--- config.mk ---
export PLATFORM = sky130hd
export DESIGN_NAME = dfa_string_acceptor_core
export DESIGN_NICKNAME = d
export VERILOG_FILES = /design/src/design/dsa_pkg.sv /design/src/design/dsa_trans_mem.sv /design/src/design/dsa_mark_mem.sv /design/src/design/dfa_string_acceptor_core.sv
export SDC_FILE = /design/constraint.sdc
export NUM_CORES = 2
export LEC_CHECK = 0
export BUFFER_PORTS_ARGS = -buffer_cell sky130_fd_sc_hd__buf_2
export CORE_MARGIN = 5
export CORE_UTILIZATION = 51
export DETAILED_ROUTE_END_ITERATION = 16
export PLACE_DENSITY = 0.68
export SLEW_MARGIN = 10
export SYNTH_ARGS = -nofsm -noshare
export SYNTH_HDL_FRONTEND = slang
export SYNTH_HIERARCHICAL = 1
export SYNTH_SLANG_ARGS = --single-unit
--- constraint.sdc ---
create_clock -name clk -period 19.4 [get_ports clk]
set_input_delay 3.88 -clock clk [delete_from_list [all_inputs] [get_ports clk]]
set_output_delay 3.88 -clock clk [all_outputs]
set_load 0.005 [all_outputs]
--- src/design/dsa_pkg.sv ---
// Shared types and constants for the DFA string acceptor.
package dsa_pkg;

	localparam int MAX_TRANS_DEF = 64;

	// Default start state and the empty-string symbol ('0' and '-')
	localparam logic [7:0] RESET_START = 8'h30;
	localparam logic [7:0] LAMBDA_SYM  = 8'h2D;

	localparam int MARK_DEPTH = 256;

	// Item action codes
	localparam logic [1:0] ACT_TRANS  = 2'd0;
	localparam logic [1:0] ACT_FINAL  = 2'd1;
	localparam logic [1:0] ACT_ALPHA  = 2'd2;
	localparam logic [1:0] ACT_SYMBOL = 2'd3;

	// Configuration register indexes
	localparam int CFG_IDX_W = 1;
	localparam logic [CFG_IDX_W-1:0] REG_COUNT = 1'd0;
	localparam logic [CFG_IDX_W-1:0] REG_START = 1'd1;

	typedef struct packed {
		logic [7:0] from_state;
		logic [7:0] symbol;
		logic [7:0] to_state;
	} trans_entry_t;

	typedef struct packed {
		logic       wr_final;
		logic       wr_alpha;
		logic [7:0] addr;
		logic       value;
	} mark_wr_t;

endpackage

--- src/design/dsa_trans_mem.sv ---
// Transition list memory: one write port, one registered read port.
module dsa_trans_mem #(
	parameter int DEPTH = dsa_pkg::MAX_TRANS_DEF,
	parameter int IDX_W = 6
) (
	input  logic                  clk,
	input  logic                  we,
	input  logic [IDX_W-1:0]      waddr,
	input  dsa_pkg::trans_entry_t wdata,
	input  logic                  re,
	input  logic [IDX_W-1:0]      raddr,
	output dsa_pkg::trans_entry_t rdata
);

	dsa_pkg::trans_entry_t mem [0:DEPTH-1];
	dsa_pkg::trans_entry_t rdata_q;

	always_ff @(posedge clk) begin
		if (we) begin
			mem[waddr] <= wdata;
		end
		if (re) begin
			rdata_q <= mem[raddr];
		end
	end

	assign rdata = rdata_q;

endmodule

--- src/design/dsa_mark_mem.sv ---
// Final and alphabet mark memory with per-bit writes and a clearing sweep after reset.
module dsa_mark_mem (
	input  logic              clk,
	input  logic              arst_n,
	input  dsa_pkg::mark_wr_t wr,
	input  logic              re_a,
	input  logic [7:0]        addr_a,
	input  logic              re_b,
	input  logic [7:0]        addr_b,
	output logic              final_rd,
	output logic              alpha_rd,
	output logic              busy
);

	// bit 1: final mark, bit 0: alphabet mark
	logic [1:0] mem [0:dsa_pkg::MARK_DEPTH-1];
	logic       clr_busy_q;
	logic [7:0] clr_addr_q;
	logic       final_q;
	logic       alpha_q;

	always_ff @(posedge clk or negedge arst_n) begin
		if (!arst_n) begin
			clr_busy_q <= 1'b1;
			clr_addr_q <= '0;
		end else if (clr_busy_q) begin
			clr_addr_q <= clr_addr_q + 8'd1;
			if (clr_addr_q == 8'(dsa_pkg::MARK_DEPTH - 1)) begin
				clr_busy_q <= 1'b0;
			end
		end
	end

	always_ff @(posedge clk) begin
		if (clr_busy_q) begin
			mem[clr_addr_q] <= 2'b00;
		end else begin
			if (wr.wr_final) begin
				mem[wr.addr][1] <= wr.value;
			end
			if (wr.wr_alpha) begin
				mem[wr.addr][0] <= wr.value;
			end
		end
		if (re_a) begin
			final_q <= mem[addr_a][1];
		end
		if (re_b) begin
			alpha_q <= mem[addr_b][0];
		end
	end

	assign final_rd = final_q;
	assign alpha_rd = alpha_q;
	assign busy     = clr_busy_q;

endmodule

--- src/design/dfa_string_acceptor_core.sv ---
// DFA string acceptor. Set-up words (transition writes, final and alphabet mark writes) are taken
// while idle and written directly. A string symbol reads its marks, then compares transition entries:
// the list is scanned in order through the single read port of the transition memory, up to the
// active count and at most MAX_TRANSITIONS entries; the last symbol of a string adds the final-state
// lookup and the verdict. After reset the mark memory is swept to zero, during which no word is
// taken (configuration writes still are). The verdict sits in an output register, so the next
// word can be taken while it waits.
module dfa_string_acceptor_core #(
	parameter int MAX_TRANSITIONS = dsa_pkg::MAX_TRANS_DEF
) (
	input  logic                          clk,
	input  logic                          arst_n,
	input  logic                          in_valid,
	output logic                          in_stall,
	input  logic [1:0]                    action,
	input  logic [5:0]                    entry_index,
	input  logic [7:0]                    from_state,
	input  logic [7:0]                    symbol,
	input  logic [7:0]                    to_state,
	input  logic                          mark_value,
	input  logic                          last,
	output logic                          out_valid,
	input  logic                          out_stall,
	output logic                          accepted,
	input  logic                          cfg_we,
	input  logic [dsa_pkg::CFG_IDX_W-1:0] cfg_index,
	input  logic [7:0]                    cfg_data
);

	localparam int IDX_W = (MAX_TRANSITIONS > 1) ? $clog2(MAX_TRANSITIONS) : 1;
	localparam int CNT_W = $clog2(MAX_TRANSITIONS + 1);
	localparam int CMP_W = (CNT_W > 7) ? CNT_W : 7;

	typedef enum logic [2:0] {
		ST_IDLE,
		ST_RD_MARK,
		ST_CHECK,
		ST_SEARCH,
		ST_RD_FINAL,
		ST_DONE
	} state_t;

	state_t             st_q;
	logic [6:0]         count_q;
	logic [7:0]         start_q;
	logic [7:0]         cur_q;
	logic               decided_q;
	logic               verdict_q;
	logic               in_string_q;
	logic [7:0]         sym_q;
	logic               last_q;
	logic [CMP_W-1:0]   issue_q;
	logic               rd_v_s1;
	logic               out_valid_q;
	logic               accepted_q;

	logic               accept;
	logic               clr_busy;
	logic [CMP_W-1:0]   max_ext;
	logic [CMP_W-1:0]   count_ext;
	logic [CMP_W-1:0]   n_act;
	logic               slot_ok;
	logic               dec_eff;
	logic               match;
	logic               issue_en;
	logic               final_rd;
	logic               alpha_rd;
	logic               mark_re_a;
	logic               mark_re_b;
	dsa_pkg::mark_wr_t     mark_wr;
	dsa_pkg::trans_entry_t tl_wdata;
	dsa_pkg::trans_entry_t tl_rdata;

	assign in_stall = (st_q != ST_IDLE) || clr_busy;
	assign accept   = in_valid && !in_stall;

	assign max_ext   = CMP_W'(MAX_TRANSITIONS);
	assign count_ext = CMP_W'(count_q);
	assign n_act     = (count_ext > max_ext) ? max_ext : count_ext;
	assign slot_ok   = CMP_W'(entry_index) < max_ext;
	assign dec_eff   = in_string_q && decided_q;

	assign match = rd_v_s1 && (tl_rdata.symbol == sym_q) && (tl_rdata.from_state == cur_q);
	assign issue_en = (st_q == ST_SEARCH) && (issue_q < n_act) && !match;

	assign tl_wdata.from_state = from_state;
	assign tl_wdata.symbol     = symbol;
	assign tl_wdata.to_state   = to_state;

	assign mark_wr.wr_final = accept && (action == dsa_pkg::ACT_FINAL);
	assign mark_wr.wr_alpha = accept && (action == dsa_pkg::ACT_ALPHA);
	assign mark_wr.addr     = symbol;
	assign mark_wr.value    = mark_value;

	assign mark_re_a = (st_q == ST_RD_MARK) || (st_q == ST_RD_FINAL);
	assign mark_re_b = (st_q == ST_RD_MARK);

	dsa_trans_mem #(
		.DEPTH (MAX_TRANSITIONS),
		.IDX_W (IDX_W)
	) u_trans_mem (
		.clk   (clk),
		.we    (accept && (action == dsa_pkg::ACT_TRANS) && slot_ok),
		.waddr (IDX_W'(entry_index)),
		.wdata (tl_wdata),
		.re    (issue_en),
		.raddr (issue_q[IDX_W-1:0]),
		.rdata (tl_rdata)
	);

	dsa_mark_mem u_mark_mem (
		.clk      (clk),
		.arst_n   (arst_n),
		.wr       (mark_wr),
		.re_a     (mark_re_a),
		.addr_a   (cur_q),
		.re_b     (mark_re_b),
		.addr_b   (sym_q),
		.final_rd (final_rd),
		.alpha_rd (alpha_rd),
		.busy     (clr_busy)
	);

	always_ff @(posedge clk or negedge arst_n) begin
		if (!arst_n) begin
			count_q <= '0;
			start_q <= dsa_pkg::RESET_START;
		end else if (cfg_we) begin
			case (cfg_index)
				dsa_pkg::REG_COUNT: count_q <= cfg_data[6:0];
				dsa_pkg::REG_START: start_q <= cfg_data;
				default: ;
			endcase
		end
	end

	always_ff @(posedge clk or negedge arst_n) begin
		if (!arst_n) begin
			st_q        <= ST_IDLE;
			cur_q       <= dsa_pkg::RESET_START;
			decided_q   <= 1'b0;
			verdict_q   <= 1'b0;
			in_string_q <= 1'b0;
			sym_q       <= '0;
			last_q      <= 1'b0;
			issue_q     <= '0;
			rd_v_s1     <= 1'b0;
			out_valid_q <= 1'b0;
			accepted_q  <= 1'b0;
		end else begin
			rd_v_s1 <= issue_en;
			if (issue_en) begin
				issue_q <= issue_q + CMP_W'(1);
			end
			// ST_DONE reloads the output word itself
			if (out_valid_q && !out_stall && (st_q != ST_DONE)) begin
				out_valid_q <= 1'b0;
			end
			case (st_q)
				ST_IDLE: begin
					if (accept && (action == dsa_pkg::ACT_SYMBOL)) begin
						sym_q       <= symbol;
						last_q      <= last;
						in_string_q <= 1'b1;
						if (!in_string_q) begin
							cur_q     <= start_q;
							decided_q <= 1'b0;
							verdict_q <= 1'b0;
						end
						if (!dec_eff) begin
							st_q <= ST_RD_MARK;
						end else if (last) begin
							st_q <= ST_RD_FINAL;
						end
					end
				end
				ST_RD_MARK: begin
					st_q <= ST_CHECK;
				end
				ST_CHECK: begin
					issue_q <= '0;
					if (n_act == '0) begin
						decided_q <= 1'b1;
						verdict_q <= 1'b0;
						st_q      <= last_q ? ST_RD_FINAL : ST_IDLE;
					end else if ((sym_q == dsa_pkg::LAMBDA_SYM) && final_rd) begin
						decided_q <= 1'b1;
						verdict_q <= 1'b1;
						st_q      <= last_q ? ST_RD_FINAL : ST_IDLE;
					end else if (!alpha_rd) begin
						decided_q <= 1'b1;
						verdict_q <= 1'b0;
						st_q      <= last_q ? ST_RD_FINAL : ST_IDLE;
					end else begin
						st_q <= ST_SEARCH;
					end
				end
				ST_SEARCH: begin
					// read data is registered and comes back in list order
					if (match) begin
						cur_q <= tl_rdata.to_state;
						st_q  <= last_q ? ST_RD_FINAL : ST_IDLE;
					end else if (!rd_v_s1 && (issue_q == n_act)) begin
						decided_q <= 1'b1;
						verdict_q <= 1'b0;
						st_q      <= last_q ? ST_RD_FINAL : ST_IDLE;
					end
				end
				ST_RD_FINAL: begin
					st_q <= ST_DONE;
				end
				ST_DONE: begin
					if (!out_valid_q || !out_stall) begin
						out_valid_q <= 1'b1;
						accepted_q  <= decided_q ? verdict_q : final_rd;
						cur_q       <= start_q;
						decided_q   <= 1'b0;
						verdict_q   <= 1'b0;
						in_string_q <= 1'b0;
						st_q        <= ST_IDLE;
					end
				end
				default: begin
					st_q <= ST_IDLE;
				end
			endcase
		end
	end

	assign out_valid = out_valid_q;
	assign accepted  = accepted_q;

endmodule

==> reports/qor.yml <==
syn_nets: 4582
start_kind: "input pin"
synth_area_leaders: "edfxtp_1 73%, mux4_2 12%, nor2_1 2.8%"
ys_ff_latch: 2131
cts_tree: "done"
syn_area_per_cell_um2: 18.8
grt-ovfl-total: 0
seq_area_frac_synth_pct: 74.8
leakagePower_nw: 29.0
firstDrtPassIters: 6
synth_top_area_cell: "edfxtp_1"
cts_resized: 0
fmax_mhz: 145
synth_most_common_cell: "edfxtp_1"
place_hpwl_mm: 115
p_per_area_nw_per_um2: 122
postSynth.asyncResetShare_pct: 2.67
hold_path_class: "reg -> reg"
die_height_um: 419
worst_ep_arrival_time_ns: 7.40
synth_edf_count: 2074
io_buffers: 50
syn-instance-count: 4525
grt_pass1_vias: 43900
finalInstanceArea_um2: 94600
synth_area_um2: 85200
crit_path_start: "in_valid"
yosysWarningCount: 6
reg2reg_to: "u_trans_mem/rdata[5]"
initialDrtViolationCount: 5374
routed_wl_mm: 204
grt_max_degree: 294
synth.top_cell.area_share_pct: 73.1
r2r_cells: 8
tightest_slew_ns: 1.34
cts-root-buf: "clkbuf_16"
cts-htree-levels: 4
post_drt_wl_per_cell_um: 29.1
antenna_found_initial: 16
finalWorstPathRequiredPeriod_ns: 6.88
status: "complete, no violations"
viasPerCell: 6.25
ctsHoldBuffers: 0
worst_hold_slack_ns: 0.478
min_period_over_period_pct: 35.4
maxCapViolCount: 0
rsz0062_at_grt: "false"
report.power.total_mw: 11.6
synthFlopType: "edfxtp_1"
gp_congestion: 0.833
clockBufferDepth: 3
hold_violations: 0
post_cts_buffers: 0
vdd_drop_max_v: 0.000112
postRouteAntennaNets: 0
relSlewSlack_pct: 10.6
nets: 4692
track_usage_pct: 23.4
insertion_delay_ns: 0.86
coreArea_um2: 167000
grt_pass1_wl_mm: 298
clk_pin_slew_ns: 0.06
r2r_start: "issue_q[2]"
vias: 43800
area_growth_pct: 11.1
finalSetupViolCount: 0
ys_types: 82
drv_slew: 0
criticalPathCategory: "in -> reg"
pre_cts_slack_ns: 11.70
cts_sinks: 2131
start_util_pct: 51.1
fillers: 12500
cp-end-kind: "flip-flop"
place_area_um2: 88100
finalWorstSetupSlack_ns: 12.52
r2r_slack_ns: 14.32
layout-drive-gt1-share_pct: 22.9
netlist_top_cells_count: "2074 x edfxtp_1, 640 x nor2_1, 441 x mux4_2, 189 x mux2i_1"
worstPathRequired_ns: 19.92
ios: 51
placementRows: 150
fin_setup_tns_ns: 0
worstSetupEndpoint: "u_mark_mem/mem[72][0]"
fin_skew_ns: 0.0370
drc: 0
cts_buffers: 209
critical_path.max_fanout: 16
die_x_um: 419
design.die.area_um2: 175000
## how the worst min path moves through the flow
| stage | startpoint | to | slack [ns] | cells after the start |
|---|---|---|---|---|
| detailed placement | accepted | accepted | 0.47 | 2 |
| CTS | accepted | accepted | 0.48 | 2 |
| global route | u_mark_mem/clr_addr_q[7] | u_mark_mem/clr_addr_q[7] | 0.53 | 1 |
| global placement | accepted | accepted | 0.47 | 2 |
| floorplan | u_mark_mem/clr_addr_q[7] | u_mark_mem/clr_addr_q[7] | 0.46 | 1 |
| finish | accepted | accepted | 0.48 | 2 |
## cell families after synthesis
logic type               share of synthesized area [%]
AND/OR/NAND/NOR                                   4.93
adder cells (fa/ha/maj)                          0.132
XOR/XNOR                                         0.247
multiplexers                                      15.1
buffers and inverters                             1.71
AO/OA/AOI/OAI                                     3.11
flip-flops                                        74.8
## worst max-delay path: stages
cell and delay, ns:
buf_2 0.09, nand3b_1 0.15, nor3b_1 0.39, nor2_1 0.11
nor2_1 0.60, mux2i_1 0.51, nor2b_1 0.82, nand2_1 0.57
nor2_1 0.26
## cell usage in the layout, fill, tap and decap left out, types with 57 or more instances in the layout
| cell | count |
|---|---|
| nor2_1 | 577 |
| mux4_2 | 441 |
| buf_4 | 134 |
| clkbuf_1 | 65 |
| o22ai_1 | 72 |
| a221oi_1 | 57 |
| mux2_2 | 87 |
| edfxtp_1 | 2074 |
| nand2_1 | 124 |
| clkbuf_16 | 212 |
| nor2_2 | 63 |
| mux2i_1 | 189 |
## report_power, final
part | internal, mW | leakage, nW | total [mW] | switching, mW
Sequential | 5.14 | 19.4 | 5.33 | 0.188
Clock | 2.19 | 3.18 | 3.88 | 1.69
Combinational | 1.04 | 6.34 | 2.38 | 1.34
## through the flow
| stage | util [%] | instances |
|---|---|---|
| CTS | 56.8 | 7016 |
| global route | 56.8 | 7016 |
| global placement | 52.8 | 6628 |
| floorplan | - | 4525 |
| finish | 56.8 | 7020 |
| detailed placement | 52.8 | 6628 |
## metal layers
layer | vias to the layer above | routed length (µm) | GRT usage, %
met4 | 6 | 8250 | 9.24
met2 | 2008 | 98100 | 37.1
li1 | 18400 | - | -
met1 | 23000 | 79800 | 32.5
met3 | 386 | 17800 | 4.56
met5 | - | 36 | 0
## sequential cells by signal (all words and copies together), names as in the netlist, 3 cells and up
register	cells
count_ext	7
cur_q	8
issue_q	7
st_q	3
start_q	8
sym_q	8
u_mark_mem/clr_addr_q	8
u_mark_mem/mem	512
u_trans_mem/mem	1536
u_trans_mem/rdata	24
## final cells by class
class	instances	area, µm²	area share (%)
antenna	4	10.0	0.0106
clock buffer	280	5590	5.91
clock inverter	108	986	1.04
inverter	9	33.8	0.0357
multi-input combinational	2096	20200	21.3
sequential	2131	63700	67.3
tap	2204	2760	2.91
timing repair buffer	188	1340	1.41
Note: power is estimated with default switching activity, not from simulation.
